==> config.mk <==
export PLATFORM = sky130hd
export DESIGN_NAME = dna_triplet_packer_unit
export DESIGN_NICKNAME = d
export VERILOG_FILES = /design/src/rtl/core/dtp_pkg.sv /design/src/rtl/core/dtp_front.sv /design/src/rtl/core/dtp_queue.sv /design/src/rtl/core/dtp_back.sv /design/src/rtl/core/dna_triplet_packer_unit.sv
export SDC_FILE = /design/constraint.sdc
export NUM_CORES = 1
export LEC_CHECK = 0
export BUFFER_PORTS_ARGS = -buffer_cell sky130_fd_sc_hd__buf_2
export CAP_MARGIN = 10
export CELL_PAD_IN_SITES_DETAIL_PLACEMENT = 0
export CELL_PAD_IN_SITES_GLOBAL_PLACEMENT = 1
export CORE_MARGIN = 1
export CORE_UTILIZATION = 35
export CTS_CLUSTER_SIZE = 20
export DETAILED_ROUTE_END_ITERATION = 10
export PLACE_DENSITY_LB_ADDON = 0.1
export SYNTH_ARGS = -nofsm -noshare
export SYNTH_HDL_FRONTEND = slang
export SYNTH_HIERARCHICAL = 1
export SYNTH_SLANG_ARGS = --single-unit
==> constraint.sdc <==
create_clock -name clk_i -period 12.9 [get_ports clk_i]
set_clock_uncertainty 0.1 [all_clocks]
set_input_delay 0.645 -clock clk_i [delete_from_list [all_inputs] [get_ports clk_i]]
set_output_delay 0.645 -clock clk_i [all_outputs]
set_load 0.02 [all_outputs]
==> src/rtl/core/dtp_pkg.sv <==
// Shared types, constants and the base ranking function for the DNA triplet packer.
package dtp_pkg;

  localparam int unsigned QueueDepth = 4;
  localparam int unsigned JobBytes   = 4;

  localparam logic [7:0] TailMark   = 8'd255;
  localparam logic [2:0] EscapeRank = 3'd5;
  localparam logic [7:0] Radix      = 8'd6;

  localparam logic [7:0] ChA = 8'h41;
  localparam logic [7:0] ChC = 8'h43;
  localparam logic [7:0] ChG = 8'h47;
  localparam logic [7:0] ChT = 8'h54;
  localparam logic [7:0] ChN = 8'h4E;

  // One job: the output bytes caused by one input item.
  typedef struct packed {
    logic [JobBytes-1:0][7:0]      bytes;
    logic [$clog2(JobBytes)-1:0]   last_idx;
    logic                          seq_last;
  } job_t;

  function automatic logic [2:0] base_rank(input logic [7:0] ch);
    logic [2:0] r;
    unique case (ch)
      ChA:     r = 3'd0;
      ChC:     r = 3'd1;
      ChG:     r = 3'd2;
      ChT:     r = 3'd3;
      ChN:     r = 3'd4;
      default: r = EscapeRank;
    endcase
    return r;
  endfunction

endpackage

==> src/rtl/core/dtp_front.sv <==
// Front end: holds pending characters, makes jobs of bytes per group or sequence end.
module dtp_front
  import dtp_pkg::*;
(
  input  logic       clk_i,
  input  logic       rst_ni,
  input  logic       push_i,
  input  logic [7:0] symbol_i,
  input  logic       seq_last_i,
  output logic       full_o,
  input  logic       job_full_i,
  output logic       job_valid_o,
  output job_t       job_o
);

  logic [7:0] first_q, first_d;
  logic [7:0] second_q, second_d;
  logic [1:0] count_q, count_d;
  logic       accept;
  logic       group_done;
  logic [2:0] r0, r1, r2;
  logic       e0, e1, e2;
  logic [7:0] packed_byte;

  assign full_o     = job_full_i;
  assign accept     = push_i & ~job_full_i;
  assign group_done = count_q[1];   // a count of three also completes a group

  assign r0 = base_rank(first_q);
  assign r1 = base_rank(second_q);
  assign r2 = base_rank(symbol_i);
  assign e0 = (r0 == EscapeRank);
  assign e1 = (r1 == EscapeRank);
  assign e2 = (r2 == EscapeRank);

  // (r0*6 + r1)*6 + r2, at most 215
  assign packed_byte = 8'(((8'(r0) * Radix + 8'(r1)) * Radix) + 8'(r2));

  always_comb begin
    logic [1:0] k;
    k = '0;
    job_o = '0;
    job_o.seq_last = seq_last_i;
    if (group_done) begin
      job_o.bytes[0] = packed_byte;
      if (e0) begin
        k = k + 2'd1;
        job_o.bytes[k] = first_q;
      end
      if (e1) begin
        k = k + 2'd1;
        job_o.bytes[k] = second_q;
      end
      if (e2) begin
        k = k + 2'd1;
        job_o.bytes[k] = symbol_i;
      end
      job_o.last_idx = k;
    end else if (count_q == 2'd1) begin
      job_o.bytes[0] = TailMark;
      job_o.bytes[1] = first_q;
      job_o.bytes[2] = TailMark;
      job_o.bytes[3] = symbol_i;
      job_o.last_idx = 2'd3;
    end else begin
      job_o.bytes[0] = TailMark;
      job_o.bytes[1] = symbol_i;
      job_o.last_idx = 2'd1;
    end
  end

  assign job_valid_o = accept & (group_done | seq_last_i);

  always_comb begin
    first_d  = first_q;
    second_d = second_q;
    count_d  = count_q;
    if (accept) begin
      if (group_done || seq_last_i) begin
        count_d = 2'd0;
      end else if (count_q == 2'd0) begin
        first_d = symbol_i;
        count_d = 2'd1;
      end else begin
        second_d = symbol_i;
        count_d  = 2'd2;
      end
    end
  end

  always_ff @(posedge clk_i or negedge rst_ni) begin
    if (!rst_ni) begin
      first_q  <= '0;
      second_q <= '0;
      count_q  <= '0;
    end else begin
      first_q  <= first_d;
      second_q <= second_d;
      count_q  <= count_d;
    end
  end

endmodule

==> src/rtl/core/dtp_queue.sv <==
// Short job queue between front and back ends.
module dtp_queue
  import dtp_pkg::*;
(
  input  logic clk_i,
  input  logic rst_ni,
  input  logic wr_en_i,
  input  job_t wr_data_i,
  output logic full_o,
  input  logic rd_en_i,
  output job_t rd_data_o,
  output logic empty_o
);

  localparam int unsigned PtrW = $clog2(QueueDepth);
  localparam int unsigned CntW = $clog2(QueueDepth + 1);

  job_t            mem_q [QueueDepth];
  logic [PtrW-1:0] wr_ptr_q, rd_ptr_q;
  logic [CntW-1:0] count_q;
  logic            do_wr, do_rd;

  assign full_o    = (count_q == CntW'(QueueDepth));
  assign empty_o   = (count_q == '0);
  assign do_wr     = wr_en_i & ~full_o;
  assign do_rd     = rd_en_i & ~empty_o;
  assign rd_data_o = mem_q[rd_ptr_q];

  always_ff @(posedge clk_i) begin
    if (do_wr) begin
      mem_q[wr_ptr_q] <= wr_data_i;
    end
  end

  always_ff @(posedge clk_i or negedge rst_ni) begin
    if (!rst_ni) begin
      wr_ptr_q <= '0;
      rd_ptr_q <= '0;
      count_q  <= '0;
    end else begin
      if (do_wr) begin
        wr_ptr_q <= (wr_ptr_q == PtrW'(QueueDepth - 1)) ? '0 : wr_ptr_q + PtrW'(1);
      end
      if (do_rd) begin
        rd_ptr_q <= (rd_ptr_q == PtrW'(QueueDepth - 1)) ? '0 : rd_ptr_q + PtrW'(1);
      end
      if (do_wr && !do_rd) begin
        count_q <= count_q + CntW'(1);
      end else if (do_rd && !do_wr) begin
        count_q <= count_q - CntW'(1);
      end
    end
  end

endmodule

==> src/rtl/core/dtp_back.sv <==
// Back end: walks the bytes of the current job, one result per pop.
module dtp_back
  import dtp_pkg::*;
(
  input  logic       clk_i,
  input  logic       rst_ni,
  input  logic       job_empty_i,
  input  job_t       job_i,
  output logic       job_rd_o,
  output logic       empty_o,
  input  logic       pop_i,
  output logic [7:0] out_byte_o,
  output logic       run_last_o,
  output logic       stream_end_o
);

  localparam int unsigned IdxW = $clog2(JobBytes);

  job_t            cur_q;
  logic            valid_q;
  logic [IdxW-1:0] idx_q;
  logic            at_end, take, load;

  assign at_end = (idx_q == cur_q.last_idx);
  assign take   = valid_q & pop_i;
  assign load   = ~job_empty_i & (~valid_q | (take & at_end));

  assign job_rd_o     = load;
  assign empty_o      = ~valid_q;
  assign out_byte_o   = cur_q.bytes[idx_q];
  assign run_last_o   = at_end;
  assign stream_end_o = at_end & cur_q.seq_last;

  always_ff @(posedge clk_i) begin
    if (load) begin
      cur_q <= job_i;
    end
  end

  always_ff @(posedge clk_i or negedge rst_ni) begin
    if (!rst_ni) begin
      valid_q <= 1'b0;
      idx_q   <= '0;
    end else if (load) begin
      valid_q <= 1'b1;
      idx_q   <= '0;
    end else if (take) begin
      if (at_end) begin
        valid_q <= 1'b0;
        idx_q   <= '0;
      end else begin
        idx_q <= idx_q + IdxW'(1);
      end
    end
  end

endmodule

==> src/rtl/core/dna_triplet_packer_unit.sv <==
// Top level of the DNA triplet packer: front end, job queue and back end.
//
//   channel  | handshake          | payload
//   ---------+--------------------+--------------------------------------
//   input    | push_i / full_o    | symbol_i[7:0], seq_last_i
//   result   | pop_i / empty_o    | out_byte_o[7:0], run_last_o, stream_end_o
//
// One item is accepted per cycle while the job queue has room. An item that
// causes results becomes a job of one to four bytes; the back end sends one
// byte per cycle while pop_i is high, so sustained rate is set by the bytes
// per job at the back. The first result of an item passes through the job
// queue and the back-end register before it reaches the result ports.
// Reset is asynchronous, active low, and empties pending state and queue.
// A stalled result side fills the four-entry queue and then raises full_o.
module dna_triplet_packer_unit
  import dtp_pkg::*;
(
  input  logic       clk_i,
  input  logic       rst_ni,
  input  logic       push_i,
  output logic       full_o,
  input  logic [7:0] symbol_i,
  input  logic       seq_last_i,
  output logic       empty_o,
  input  logic       pop_i,
  output logic [7:0] out_byte_o,
  output logic       run_last_o,
  output logic       stream_end_o
);

  job_t wr_job, rd_job;
  logic wr_valid, q_full, q_empty, q_rd;

  // classify characters, hold partial groups, build jobs
  dtp_front u_front (
    .clk_i       (clk_i),
    .rst_ni      (rst_ni),
    .push_i      (push_i),
    .symbol_i    (symbol_i),
    .seq_last_i  (seq_last_i),
    .full_o      (full_o),
    .job_full_i  (q_full),
    .job_valid_o (wr_valid),
    .job_o       (wr_job)
  );

  // decouples item intake from byte-by-byte draining
  dtp_queue u_queue (
    .clk_i     (clk_i),
    .rst_ni    (rst_ni),
    .wr_en_i   (wr_valid),
    .wr_data_i (wr_job),
    .full_o    (q_full),
    .rd_en_i   (q_rd),
    .rd_data_o (rd_job),
    .empty_o   (q_empty)
  );

  // serialize job bytes onto the result ports
  dtp_back u_back (
    .clk_i        (clk_i),
    .rst_ni       (rst_ni),
    .job_empty_i  (q_empty),
    .job_i        (rd_job),
    .job_rd_o     (q_rd),
    .empty_o      (empty_o),
    .pop_i        (pop_i),
    .out_byte_o   (out_byte_o),
    .run_last_o   (run_last_o),
    .stream_end_o (stream_end_o)
  );

endmodule

==> summary.txt, run 1 <==
SYNTH
--------------------------------------------------------------------------------
Post-synthesis average cell area ..................................    15.48 um2
Number of flip-flops and latches in the synthesized netlist .......          203
Yosys synthesis warning count .....................................            6
Post-synthesis instance area ......................................     9319 um2
Area share of the largest cell type after synthesis ...............       0.5639
Asr flop ratio synth ..............................................       0.1379
EDFF count, synth .................................................          175
Synth top cells by count .......................................... 175 x sky130_fd_sc_hd__edfxtp_1, 43 x sky130_fd_sc_hd__nand2_1, 41 x sky130_fd_sc_hd__mux4_2
Largest area contributor in the netlist ........................... sky130_fd_sc_hd__edfxtp_1
Synth Area in Adders ..............................................      0.04162
Most frequent cell after synthesis ................................ sky130_fd_sc_hd__edfxtp_1
Nets in the synthesized netlist ...................................          643
Synthesized-area fraction occupied by and/or/nand/nor cells .......      0.08888
Post-Synth XOR/XNOR Area ..........................................      0.01678
Cell count after synthesis ........................................          602
Post-synthesis compound-gate area fraction ........................      0.06310
Dominant combinational cell family by area after synthesis ........ multiplexers
Sequential element share of the synthesized area ..................       0.6391
Number of different library cells in the post-synthesis netlist ...           66
Multiplexer area fraction after synthesis .........................       0.1254
Commonest register cell after synthesis ........................... sky130_fd_sc_hd__edfxtp_1
Top cells by area in the synthesized netlist ...................... sky130_fd_sc_hd__edfxtp_1 56%, sky130_fd_sc_hd__mux4_2 9.9%, sky130_fd_sc_hd__dfrtp_1 7.5%

FINAL LAYOUT
--------------------------------------------------------------------------------
Number of filler cells placed in the layout .......................         2430
Number of nets at the end of the flow .............................          674
Share of post-route cells with drive strength above 1 .............       0.2120
Post-layout utilization of the core ...............................       0.4060
Inserted Diodes ...................................................            0
Fin cells .........................................................          986
Layout overhead on the synthesized area ...........................       13.52%
Design Area, Final ................................................    10580 um2

GLOBAL ROUTING
--------------------------------------------------------------------------------
Pin count of the biggest net entering global routing ..............           39
Number of antenna violations at the first check in global routing .            0
Global-route total usage across every layer .......................       0.1602
Global-route wire length before repair ............................     31990 um
Total overflow reported by the global router ......................            0
Vias in the first global route ....................................         5268

CLOCK NETWORK
--------------------------------------------------------------------------------
Cell at the root of the clock tree ................................ sky130_fd_sc_hd__clkbuf_16
Maximum root-to-sink buffer count .................................            3
TritonCTS sink count ..............................................          203
Hold buffer count at cts ..........................................            0
Post-CTS Setup Repair Bufs ........................................            0
Number of levels the H-tree was split into ........................            1
Clock latency reported for the late side of the worst-skew pair ...      0.53 ns
Number of gates given a new drive strength after cts ..............            0
Clock-pin slew on the worst setup and hold paths ..................      0.05 ns
CTS tree ..........................................................         done
Clock buffer count from CTS .......................................           25

STA
--------------------------------------------------------------------------------
Max Clock Freq ....................................................    194.4 MHz
Sum of negative setup slack .......................................         0 ns
Number of hold violations in the final report .....................            0
Transition time at the pin with the least slew margin .............     1.085 ns
Min Hold Slack ....................................................   0.08505 ns
Final-report setup violation count ................................            0
Setup repair after global routing missed its margin ...............        false
Crit path time final ..............................................     5.143 ns
Final number of max-transition violations .........................            0
Slew HR ...........................................................       0.2763
Part of the cycle the worst path needs ............................       0.3987

ROUTE
--------------------------------------------------------------------------------
Vias/cell .........................................................        5.280
Detailed-route wire length per cell ...............................     21.51 um
First-pass iteration count of the detailed router .................            5
Total number of vias ..............................................         5206
DRC violation total after the first TritonRoute iteration .........          374
Antenna-violating nets left .......................................            0
DRC violations left ...............................................            0
Post-detailed-routing wire length .................................     21210 um

PLACED DESIGN
--------------------------------------------------------------------------------
Placer's final routability congestion estimate ....................       0.7789
Total placed cells including tap cells ............................          941
Dpl cell area .....................................................     9773 um2
Total of buffers placed on input and output ports .................           24
DP HPWL ...........................................................     13700 um

POWER
--------------------------------------------------------------------------------
Flop pwr share ....................................................        0.402
Power density over the cells ...................................... 251.0 nW/um2
Portion of total power attributed to combinational logic ..........        0.344
Sw power ..........................................................    0.9154 mW
Static Leak .......................................................     3.646 nW
Clock network fraction of total power .............................        0.255
Switching fraction of total power .................................       0.3447
Largest voltage drop on the vdd net ...............................    0.1433 mV
Cell Int Power ....................................................     1.740 mW

CRITICAL PATH
--------------------------------------------------------------------------------
Register-to-Register Path Depth ...................................           16
Kind of critical path ............................................. flop to flop
CP Max Fanout .....................................................            7
Sort of element at the end of the critical path ...................         flop
Required time reported for the critical path endpoint .............     13.11 ns
Crit start category ...............................................         flop
Data arrival at the endpoint of the critical path .................      5.36 ns

FLOORPLAN
--------------------------------------------------------------------------------
Core area .........................................................    26060 um2
Area of the die ...................................................    27280 um2
Width of the die ..................................................     165.2 um
Number of top-level pins ..........................................           25
Chip height .......................................................     165.2 um
Initial standard-cell utilization of the core .....................       0.3576
Total number of placement rows ....................................           59

STATUS
--------------------------------------------------------------------------------
Result of the run ................................................. complete, no violations

FLOW RUN
--------------------------------------------------------------------------------
Max capacitance violation total ...................................            0

HOLD PATH
--------------------------------------------------------------------------------
Class of the most critical hold timing path ....................... input pin to async pin

per-stage QoR:
| stage | worst slack (ns) | total power, mW |
|---|---|---|
| floorplan | 8.148 | 1.731 |
| global placement | 7.882 | 1.993 |
| detailed placement | 7.782 | 2.013 |
| CTS | 7.758 | 2.699 |
| global route | 7.449 | 2.812 |
| finish | 7.757 | 2.656 |
power groups by stage:
| stage | registers [mW] | clock network (mW) | logic, mW |
|---|---|---|---|
| detailed placement | 1.08 | 0 | 0.931 |
| CTS | 1.07 | 0.696 | 0.932 |
| global route | 1.08 | 0.719 | 1.01 |
| global placement | 1.08 | 0 | 0.916 |
| floorplan | 1.03 | 0 | 0.702 |
| finish | 1.07 | 0.676 | 0.913 |
cell type report:
type / instances / area, um2 / area share
flip-flops and latches: 203 / 5957 / 0.5631
multi-input cells: 350 / 3142 / 0.2970
clock buffers: 33 / 665.6 / 0.06292
well taps: 335 / 419.2 / 0.03962
repair buffers: 31 / 172.7 / 0.01632
clock inverters: 12 / 140.1 / 0.01325
inverters: 22 / 82.58 / 0.007806
sequential cells by signal (all words and copies together), names as in the netlist:
register and count:
u_queue/mem_q 140, u_back/cur_q 35, u_front/first_q 8, u_front/second_q 8, u_queue/count_q 3, u_back/idx_q 2, u_front/count_q 2, u_queue/rd_ptr_q 2
u_queue/wr_ptr_q 2, u_back/valid_q 1
path summary, 6_finish.rpt:
check	from	to	slack [ns]
setup / recovery	u_front/first_q[2]$_DFFE_PN0P_	u_queue/mem_q[1][10]$_DFFE_PP_	7.76
hold / removal	rst_ni	u_queue/count_q[0]$_DFFE_PN0P_	0.09
setup reg to reg	u_front/first_q[2]$_DFFE_PN0P_	u_queue/mem_q[1][10]$_DFFE_PP_	7.76
hold reg to reg	u_queue/count_q[2]$_DFFE_PN0P_	u_queue/count_q[2]$_DFFE_PN0P_	0.43
max in group asynchronous	rst_ni	u_queue/rd_ptr_q[0]$_DFFE_PN0P_	12.08
min in group clk_i	pop_i	u_back/idx_q[0]$_DFFE_PN0P_	0.33
worst max-delay path: stages (launching register included):
cell	delay (ns)
sky130_fd_sc_hd__dfrtp_1	0.44
sky130_fd_sc_hd__nor2b_1	0.21
sky130_fd_sc_hd__nor3_1	0.18
sky130_fd_sc_hd__a21oi_1	0.08
sky130_fd_sc_hd__or4_1	0.54
sky130_fd_sc_hd__ha_1	0.26
sky130_fd_sc_hd__fa_1	0.42
sky130_fd_sc_hd__or3_1	0.41
sky130_fd_sc_hd__and2_1	0.19
sky130_fd_sc_hd__xnor2_1	0.15
sky130_fd_sc_hd__ha_1	0.35
sky130_fd_sc_hd__o21ai_0	0.11
sky130_fd_sc_hd__o21bai_1	0.13
sky130_fd_sc_hd__a21oi_1	0.11
sky130_fd_sc_hd__or4_4	0.54
sky130_fd_sc_hd__a2111o_1	0.38
sky130_fd_sc_hd__a41oi_1	0.34
placed cells by master (no fill, tap or decap), types with 6 or more instances in the layout:
master / Yosys / layout
sky130_fd_sc_hd__mux2_2: 6 / 6
sky130_fd_sc_hd__mux2i_1: 8 / 8
sky130_fd_sc_hd__xnor2_1: 6 / 6
sky130_fd_sc_hd__nor2b_1: 10 / 10
sky130_fd_sc_hd__xor2_1: 10 / 10
sky130_fd_sc_hd__inv_1: 22 / 22
sky130_fd_sc_hd__dfrtp_1: 28 / 27
sky130_fd_sc_hd__a31oi_1: 14 / 14
sky130_fd_sc_hd__nand2_1: 43 / 43
sky130_fd_sc_hd__a21oi_1: 10 / 10
sky130_fd_sc_hd__edfxtp_1: 175 / 175
sky130_fd_sc_hd__buf_4: 3 / 7
sky130_fd_sc_hd__nand2b_1: 14 / 14
sky130_fd_sc_hd__a221oi_1: 6 / 6
sky130_fd_sc_hd__ha_1: 23 / 23
sky130_fd_sc_hd__buf_2: 7 / 24
sky130_fd_sc_hd__nand3_1: 13 / 13
sky130_fd_sc_hd__o21ai_0: 23 / 23
sky130_fd_sc_hd__nor3_1: 6 / 6
sky130_fd_sc_hd__clkbuf_1: 12 / 7
sky130_fd_sc_hd__and2_1: 16 / 12
sky130_fd_sc_hd__mux4_2: 41 / 41
sky130_fd_sc_hd__clkbuf_16: 0 / 25
sky130_fd_sc_hd__nor2_1: 31 / 30
kinds of logic (layout without fill, tap and decap cells):
logic type / count (synthesis) / count (layout)
compound gates: 87 / 87
xor+xnor: 17 / 17
fa+ha+maj: 28 / 28
buf+inv: 49 / 98
flops: 203 / 203
mux: 60 / 60
simple gates: 158 / 158
layer usage:
layer / up-vias / track usage / share of wire
li1: 2387 / - / -
met1: 2681 / 0.2128 / 0.45
met2: 106 / 0.2666 / 0.49
met3: 32 / 0.02897 / 0.041
met4: 0 / 0.04754 / 0.024
met5: - / 0 / 0
Note: power is estimated with default switching activity, not from simulation.
==> inputs of run 2 (changes only) <==
==> constraint.sdc (replaced) <==
create_clock -name clk_i -period 4.6 [get_ports clk_i]
set_clock_uncertainty 0.1 [all_clocks]
set_input_delay 0.23 -clock clk_i [delete_from_list [all_inputs] [get_ports clk_i]]
set_output_delay 0.23 -clock clk_i [all_outputs]
set_load 0.02 [all_outputs]
==> run 2 against run 1 <==
Sequential power grew to 2.8 times the previous value. Setup slack got worse by 7.6 ns. First-iteration DRC count down 24%. Flip-flop and latch count unchanged. Die area did not move. Register-to-register slack got worse by 7.6 ns. Utilization rose by 1.1 points. Critical path type unchanged.
==> summary.txt, run 2 (same netlist as run 1, synthesis figures left out) <==
STATUS
----------------------------------------------------------------------------------
Result of the run ................................................... complete, no violations

CRITICAL PATH
----------------------------------------------------------------------------------
Register-to-Register Path Depth .....................................           17
Data arrival at the endpoint of the critical path ...................      4.63 ns
Reg-to-reg setup timing slack .......................................      0.18 ns
Crit start category .................................................         flop
CP Max Fanout .......................................................            4
Required time reported for the critical path endpoint ...............      4.81 ns
Kind of critical path ............................................... flop to flop
Sort of element at the end of the critical path .....................         flop
Startpoint of the lowest-slack register-to-register path ............ u_front/first_q[1]$_DFFE_PN0P_
End of the worst register-to-register path .......................... u_queue/mem_q[0][10]$_DFFE_PP_

STA
----------------------------------------------------------------------------------
Min Hold Slack ......................................................   0.01265 ns
Part of the cycle the worst path needs ..............................       0.9609
Slew HR .............................................................       0.3938
Final-report setup violation count ..................................            0
Final number of max-transition violations ...........................            0
Crit path time final ................................................     4.420 ns
Max Clock Freq ......................................................    226.2 MHz
Setup slack of the critical path after layout .......................    0.1799 ns
Transition time at the pin with the least slew margin ...............    0.9094 ns
Number of hold violations in the final report .......................            0
Sum of negative setup slack .........................................         0 ns

ROUTE
----------------------------------------------------------------------------------
Total number of vias ................................................         5364
First-pass iteration count of the detailed router ...................            4
DRC violation total after the first TritonRoute iteration ...........          284
Post-detailed-routing wire length ...................................     21490 um
DRC violations left .................................................            0
Antenna-violating nets left .........................................            0
Detailed-route wire length per cell .................................     21.11 um
Vias/cell ...........................................................        5.269

POWER
----------------------------------------------------------------------------------
Largest voltage drop on the vdd net .................................    0.3493 mV
Total Power Consumption .............................................     7.554 mW
Static Leak .........................................................     3.784 nW
Power density over the cells ........................................ 695.2 nW/um2

FINAL LAYOUT
----------------------------------------------------------------------------------
Number of filler cells placed in the layout .........................         2392
Largest registers ................................................... u_queue/mem_q: 140 flops, u_back/cur_q: 35 flops
Flip-flop count of the largest register, all copies and words added .          140
Inserted Diodes .....................................................            0
Fin cells ...........................................................         1018
Area taken by multi-input logic gates ...............................     3268 um2
Layout overhead on the synthesized area .............................       16.59%
Leading cell type in the layout, fill and taps excluded ............. sky130_fd_sc_hd__edfxtp_1
Sequential Area .....................................................     5957 um2
Number of nets at the end of the flow ...............................          708
Commonest cells after routing, fill and taps aside .................. 175 x sky130_fd_sc_hd__edfxtp_1, 42 x sky130_fd_sc_hd__nand2_1, 41 x sky130_fd_sc_hd__mux4_2
Share of post-route cells with drive strength above 1 ...............       0.2635
Most flops, register ................................................ u_queue/mem_q

PLACED DESIGN
----------------------------------------------------------------------------------
DP HPWL .............................................................     14500 um
Total placed cells including tap cells ..............................          969
Total of buffers placed on input and output ports ...................           24
Worst-case setup slack after placement ..............................   -0.1268 ns
Placer's final routability congestion estimate ......................       0.8049

FLOORPLAN
----------------------------------------------------------------------------------
Total number of placement rows ......................................           59
Number of top-level pins ............................................           25
Chip height .........................................................     165.2 um
Core area ...........................................................    26060 um2
Width of the die ....................................................     165.2 um
Area of the die .....................................................    27280 um2
Initial standard-cell utilization of the core .......................       0.3576

GLOBAL ROUTING
----------------------------------------------------------------------------------
Total overflow reported by the global router ........................            0
Vias in the first global route ......................................         5458
Global-route wire length before repair ..............................     32660 um
Global-route total usage across every layer .........................       0.1633
Pin count of the biggest net entering global routing ................           38
Number of antenna violations at the first check in global routing ...            0

CLOCK NETWORK
----------------------------------------------------------------------------------
Cell at the root of the clock tree .................................. sky130_fd_sc_hd__clkbuf_16
Clock-pin slew on the worst setup and hold paths ....................      0.06 ns
TritonCTS sink count ................................................          203
Maximum root-to-sink buffer count ...................................            3
Clock latency reported for the late side of the worst-skew pair .....      0.52 ns
Clock buffer count from CTS .........................................           23
CTS tree ............................................................         done
Number of levels the H-tree was split into ..........................            1

FLOW RUN
----------------------------------------------------------------------------------
Max capacitance violation total .....................................            0

HOLD PATH
----------------------------------------------------------------------------------
Critical hold path startpoint .......................................       push_i
Class of the most critical hold timing path ......................... input pin to flop
Depth of the worst hold-timing path .................................            4
Hold EP ............................................................. u_front/count_q[0]$_DFFE_PN0P_

[run 2: layout make-up]
| cell class | instances | share of cell area |
|---|---|---|
| Multi-Input combinational cell | 350 | 0.3008 |
| Inverter | 22 | 0.007600 |
| Sequential cell | 203 | 0.5483 |
| Clock buffer | 28 | 0.05470 |
| Tap cell | 335 | 0.03858 |
| Clock inverter | 13 | 0.008291 |
| Timing Repair Buffer | 67 | 0.04180 |
[run 2: worst max-delay path by stage]
stage | from | endpoint | slack [ns] | cells past startpoint
after global routing | u_front/first_q[1]$_DFFE_PN0P_ | u_queue/mem_q[0][10]$_DFFE_PP_ | -0.02 | 17
after floorplan | u_front/first_q[2]$_DFFE_PN0P_ | u_queue/mem_q[0][10]$_DFFE_PP_ | 0.02 | 13
after detailed placement | u_front/first_q[2]$_DFFE_PN0P_ | u_queue/mem_q[1][10]$_DFFE_PP_ | -0.13 | 16
final | u_front/first_q[1]$_DFFE_PN0P_ | u_queue/mem_q[0][10]$_DFFE_PP_ | 0.18 | 17
after CTS | u_front/first_q[2]$_DFFE_PN0P_ | u_queue/mem_q[2][10]$_DFFE_PP_ | 0.02 | 14
after global placement | u_front/first_q[2]$_DFFE_PN0P_ | u_queue/mem_q[0][10]$_DFFE_PP_ | -0.02 | 16
[run 2: power breakdown]
| part | total (mW) | internal [mW] | switching (mW) |
|---|---|---|---|
| clock network | 1.67 | 0.971 | 0.694 |
| registers | 3.03 | 2.70 | 0.331 |
| logic | 2.86 | 1.28 | 1.58 |
[run 2: through the flow]
step / util / cell area, um2
2_1_floorplan: - / 9335
5_1_grt: 0.4170 / 10870
6_report: 0.4170 / 10870
3_5_place_dp: 0.3837 / 10000
3_3_place_gp: 0.3837 / 10000
4_1_cts: 0.4134 / 10770
[run 2: what timing repair did]
item | CTS | global route
gates resized for setup | 9 | 11
setup buffers | 3 | 2
hold buffers | 3 | 0
pin swaps | 10 | 5
setup endpoints to repair | 4 | 4
endpoints found under the hold margin | 33 | 0
[run 2: worst max-delay path, stage by stage, from the launching register on]
cell	delay (ns)
sky130_fd_sc_hd__dfrtp_1	0.40
sky130_fd_sc_hd__inv_1	0.08
sky130_fd_sc_hd__nor2_1	0.05
sky130_fd_sc_hd__nor3_2	0.15
sky130_fd_sc_hd__a21oi_1	0.08
sky130_fd_sc_hd__or4_4	0.44
sky130_fd_sc_hd__ha_4	0.18
sky130_fd_sc_hd__fa_2	0.33
sky130_fd_sc_hd__or3_4	0.34
sky130_fd_sc_hd__and2_4	0.19
sky130_fd_sc_hd__xnor2_4	0.13
sky130_fd_sc_hd__ha_4	0.29
sky130_fd_sc_hd__o21ai_2	0.05
sky130_fd_sc_hd__o21bai_1	0.15
sky130_fd_sc_hd__a21oi_2	0.08
sky130_fd_sc_hd__or4_4	0.53
sky130_fd_sc_hd__a2111o_1	0.39
sky130_fd_sc_hd__a41oi_2	0.25
[run 2: routing by layer]
layer,global-route usage,vias to the layer above,share of wire
li1,-,2467,-
met1,0.2196,2750,0.45
met2,0.2720,109,0.49
met3,0.02073,38,0.040
met4,0.05671,0,0.024
met5,0,-,0
==> inputs of run 3 (changes only) <==
--- a/config.mk
+++ b/config.mk
@@ -5,7 +5,6 @@
 export SDC_FILE = /design/constraint.sdc
 export NUM_CORES = 1
 export LEC_CHECK = 0
-export BUFFER_PORTS_ARGS = -buffer_cell sky130_fd_sc_hd__buf_2
 export CAP_MARGIN = 10
 export CELL_PAD_IN_SITES_DETAIL_PLACEMENT = 0
 export CELL_PAD_IN_SITES_GLOBAL_PLACEMENT = 1
@@ -13,6 +12,7 @@
 export CORE_UTILIZATION = 35
 export CTS_CLUSTER_SIZE = 20
 export DETAILED_ROUTE_END_ITERATION = 10
+export DONT_BUFFER_PORTS = 1
 export PLACE_DENSITY_LB_ADDON = 0.1
 export SYNTH_ARGS = -nofsm -noshare
 export SYNTH_HDL_FRONTEND = slang
==> constraint.sdc (replaced) <==
create_clock -name clk_i -period 4.1 [get_ports clk_i]
set_clock_uncertainty 0.1 [all_clocks]
set_input_delay 0.205 -clock clk_i [delete_from_list [all_inputs] [get_ports clk_i]]
set_output_delay 0.205 -clock clk_i [all_outputs]
set_load 0.02 [all_outputs]
==> run 3 against run 2 <==
The run now ends with negative setup slack left. Via count is 0.43% higher. Wire length is 3.1% higher. Fmax down 2.1%. Sequential share of layout area fell by 1.4 points. First-iteration DRC count rose by 11%. Highest routed layer unchanged. Critical path depth down 1. Non-clock buffer count increased by 19. Largest cell class unchanged. Count of clock-buffer cells in the layout is 1 lower. Sequential power up 8.9%. Cell count rose by 1.8%. Clock power rose by 13%. Flip-flop and latch count did not move.
==> summary.txt, run 3 (same netlist as run 1, synthesis figures left out) <==
STA
----------------------------------------------------------------------------------
Final number of max-transition violations ...........................            0
Max Clock Freq ......................................................    221.4 MHz
Part of the cycle the worst path needs ..............................        1.102
Transition time at the pin with the least slew margin ...............    0.8069 ns
Setup repair after global routing missed its margin .................         true
Crit path time final ................................................     4.517 ns
Slew HR .............................................................       0.4601
Number of hold violations in the final report .......................            0
Setup slack of the critical path after layout .......................   -0.4169 ns
Final-report setup violation count ..................................            8

PLACED DESIGN
----------------------------------------------------------------------------------
Dpl cell area .......................................................    10160 um2
DP HPWL .............................................................     14680 um
Total placed cells including tap cells ..............................          976
Worst-case setup slack after placement ..............................   -0.4159 ns
Total of buffers placed on input and output ports ...................            0
Placer's final routability congestion estimate ......................       0.8335

CLOCK NETWORK
----------------------------------------------------------------------------------
CTS tree ............................................................         done
Clock latency reported for the late side of the worst-skew pair .....      0.52 ns
Cell at the root of the clock tree .................................. sky130_fd_sc_hd__clkbuf_16
Maximum root-to-sink buffer count ...................................            3
Clock-pin slew on the worst setup and hold paths ....................      0.06 ns
Number of levels the H-tree was split into ..........................            1
TritonCTS sink count ................................................          203
Clock buffer count from CTS .........................................           23

CRITICAL PATH
----------------------------------------------------------------------------------
Kind of critical path ............................................... flop to flop
Critical-path cell list ............................................. nor2b_4 > nor3_2 > a21oi_1 > or4_4 > ha_4 > fa_2 > or3_4 > and2_4 > xnor2_4 > ha_4 > o21ai_1 > o21bai_1 > a21oi_2 > or4_4 > a2111o_1 > a41oi_2
Register-to-Register Path Depth .....................................           16
Startpoint of the lowest-slack register-to-register path ............ u_front/first_q[2]$_DFFE_PN0P_
Highest cell delay on the worst timing path .........................      0.54 ns
Data arrival at the endpoint of the critical path ...................      4.75 ns
Required time reported for the critical path endpoint ...............      4.33 ns
Critical-path top delay cell ........................................ sky130_fd_sc_hd__or4_4
End of the worst register-to-register path .......................... u_queue/mem_q[1][10]$_DFFE_PP_
Sort of element at the end of the critical path .....................         flop
CP Max Fanout .......................................................            4
Reg-to-reg setup timing slack .......................................     -0.42 ns
Crit start category .................................................         flop

FINAL LAYOUT
----------------------------------------------------------------------------------
Fin cells ...........................................................         1036
Leading cell type in the layout, fill and taps excluded ............. sky130_fd_sc_hd__edfxtp_1
Design Area, Final ..................................................    11160 um2
Inserted Diodes .....................................................            0
Most flops, register ................................................ u_queue/mem_q
Largest registers ................................................... u_queue/mem_q: 140 flops, u_back/cur_q: 35 flops
Post-layout utilization of the core .................................       0.4282
Share of post-route cells with drive strength above 1 ...............       0.2767
Layout overhead on the synthesized area .............................       19.75%
Number of nets at the end of the flow ...............................          727
Flip-flop count of the largest register, all copies and words added .          140
Commonest cells after routing, fill and taps aside .................. 175 x sky130_fd_sc_hd__edfxtp_1, 68 x sky130_fd_sc_hd__buf_4, 43 x sky130_fd_sc_hd__nand2_1

STATUS
----------------------------------------------------------------------------------
Violations in the final reports ..................................... negative setup slack
Result of the run ................................................... complete, but fails checks

ROUTE
----------------------------------------------------------------------------------
Total number of vias ................................................         5387
Post-detailed-routing wire length ...................................     22150 um
First-pass iteration count of the detailed router ...................            5
Vias/cell ...........................................................        5.200
Antenna-violating nets left .........................................            0
DRC violation total after the first TritonRoute iteration ...........          315
Detailed-route wire length per cell .................................     21.38 um
DRC violations left .................................................            0

FLOORPLAN
----------------------------------------------------------------------------------
Chip height .........................................................     165.2 um
Width of the die ....................................................     165.2 um
Core area ...........................................................    26060 um2
Area of the die .....................................................    27280 um2
Initial standard-cell utilization of the core .......................       0.3576
Number of top-level pins ............................................           25
Total number of placement rows ......................................           59

GLOBAL ROUTING
----------------------------------------------------------------------------------
Pin count of the biggest net entering global routing ................           36
Total overflow reported by the global router ........................            0
Vias in the first global route ......................................         5496
Global-route total usage across every layer .........................       0.1689
Number of antenna violations at the first check in global routing ...            1
Global-route wire length before repair ..............................     33520 um

FLOW RUN
----------------------------------------------------------------------------------
Max capacitance violation total .....................................            0

POWER
----------------------------------------------------------------------------------
Power density over the cells ........................................ 787.7 nW/um2
Total Power Consumption .............................................     8.790 mW
Largest voltage drop on the vdd net .................................    0.4416 mV
Static Leak .........................................................     3.919 nW

HOLD PATH
----------------------------------------------------------------------------------
Class of the most critical hold timing path ......................... input pin to async pin

run 3: report_power, final:
part | internal [mW] | total (mW) | switching, mW
combinational | 1.66 | 3.61 | 1.95
sequential | 3.03 | 3.30 | 0.272
clock | 1.09 | 1.89 | 0.794
total | 5.77 | 8.79 | 3.02
run 3: per-stage QoR:
stage,hold WS (ns),TNS [ns]
after global routing,0.01532,-3.291
final,0.01921,-1.895
after global placement,-0.1893,-1.857
after floorplan,-0.1906,-1.128
after detailed placement,-0.1896,-2.405
after CTS,0.006844,-2.012
run 3: worst max-delay path by stage:
| stage | slack, ns | to | from | cells after the start |
|---|---|---|---|---|
| after floorplan | -0.28 | u_queue/mem_q[0][10]$_DFFE_PP_ | u_front/first_q[2]$_DFFE_PN0P_ | 16 |
| after global placement | -0.34 | u_queue/mem_q[0][10]$_DFFE_PP_ | u_front/first_q[2]$_DFFE_PN0P_ | 16 |
| after detailed placement | -0.42 | u_queue/mem_q[0][10]$_DFFE_PP_ | u_front/first_q[2]$_DFFE_PN0P_ | 16 |
| after CTS | -0.42 | u_queue/mem_q[1][10]$_DFFE_PP_ | u_front/first_q[2]$_DFFE_PN0P_ | 16 |
| after global routing | -0.56 | u_queue/mem_q[1][10]$_DFFE_PP_ | u_front/first_q[1]$_DFFE_PN0P_ | 17 |
| final | -0.42 | u_queue/mem_q[1][10]$_DFFE_PP_ | u_front/first_q[2]$_DFFE_PN0P_ | 16 |
run 3: repair_timing:
item,CTS,global route
hold endpoints to repair,129,0
setup buffers,3,5
resized for setup,3,15
setup endpoints to repair,8,16
hold buffers,13,0
pin swaps,2,4
run 3: worst max-delay path: cells and delay by family (launching register included):
family | cells | cell delay [ns]
AO/OA/AOI/OAI | 6 | 1.02
XOR/XNOR | 1 | 0.13
flip-flops | 1 | 0.40
adder cells (fa/ha/maj) | 3 | 0.82
AND/OR/NAND/NOR | 6 | 1.85
run 3: layout make-up:
type / count / area [um2]
Sequential cell: 203 / 5957
Timing Repair Buffer: 86 / 715.7
Fill cell: 2376 / 14900
Clock buffer: 27 / 590.6
Tap cell: 335 / 419.2
Multi-Input combinational cell: 350 / 3294
Clock inverter: 13 / 100.1
Inverter: 22 / 82.58
run 3: routing by layer:
layer | global-route usage | share of wire | vias to the layer above
met4 | 0.05421 | 0.024 | 0
met5 | 0 | 0 | -
met3 | 0.02997 | 0.044 | 37
met1 | 0.2259 | 0.45 | 2742
li1 | - | - | 2500
met2 | 0.2781 | 0.48 | 108
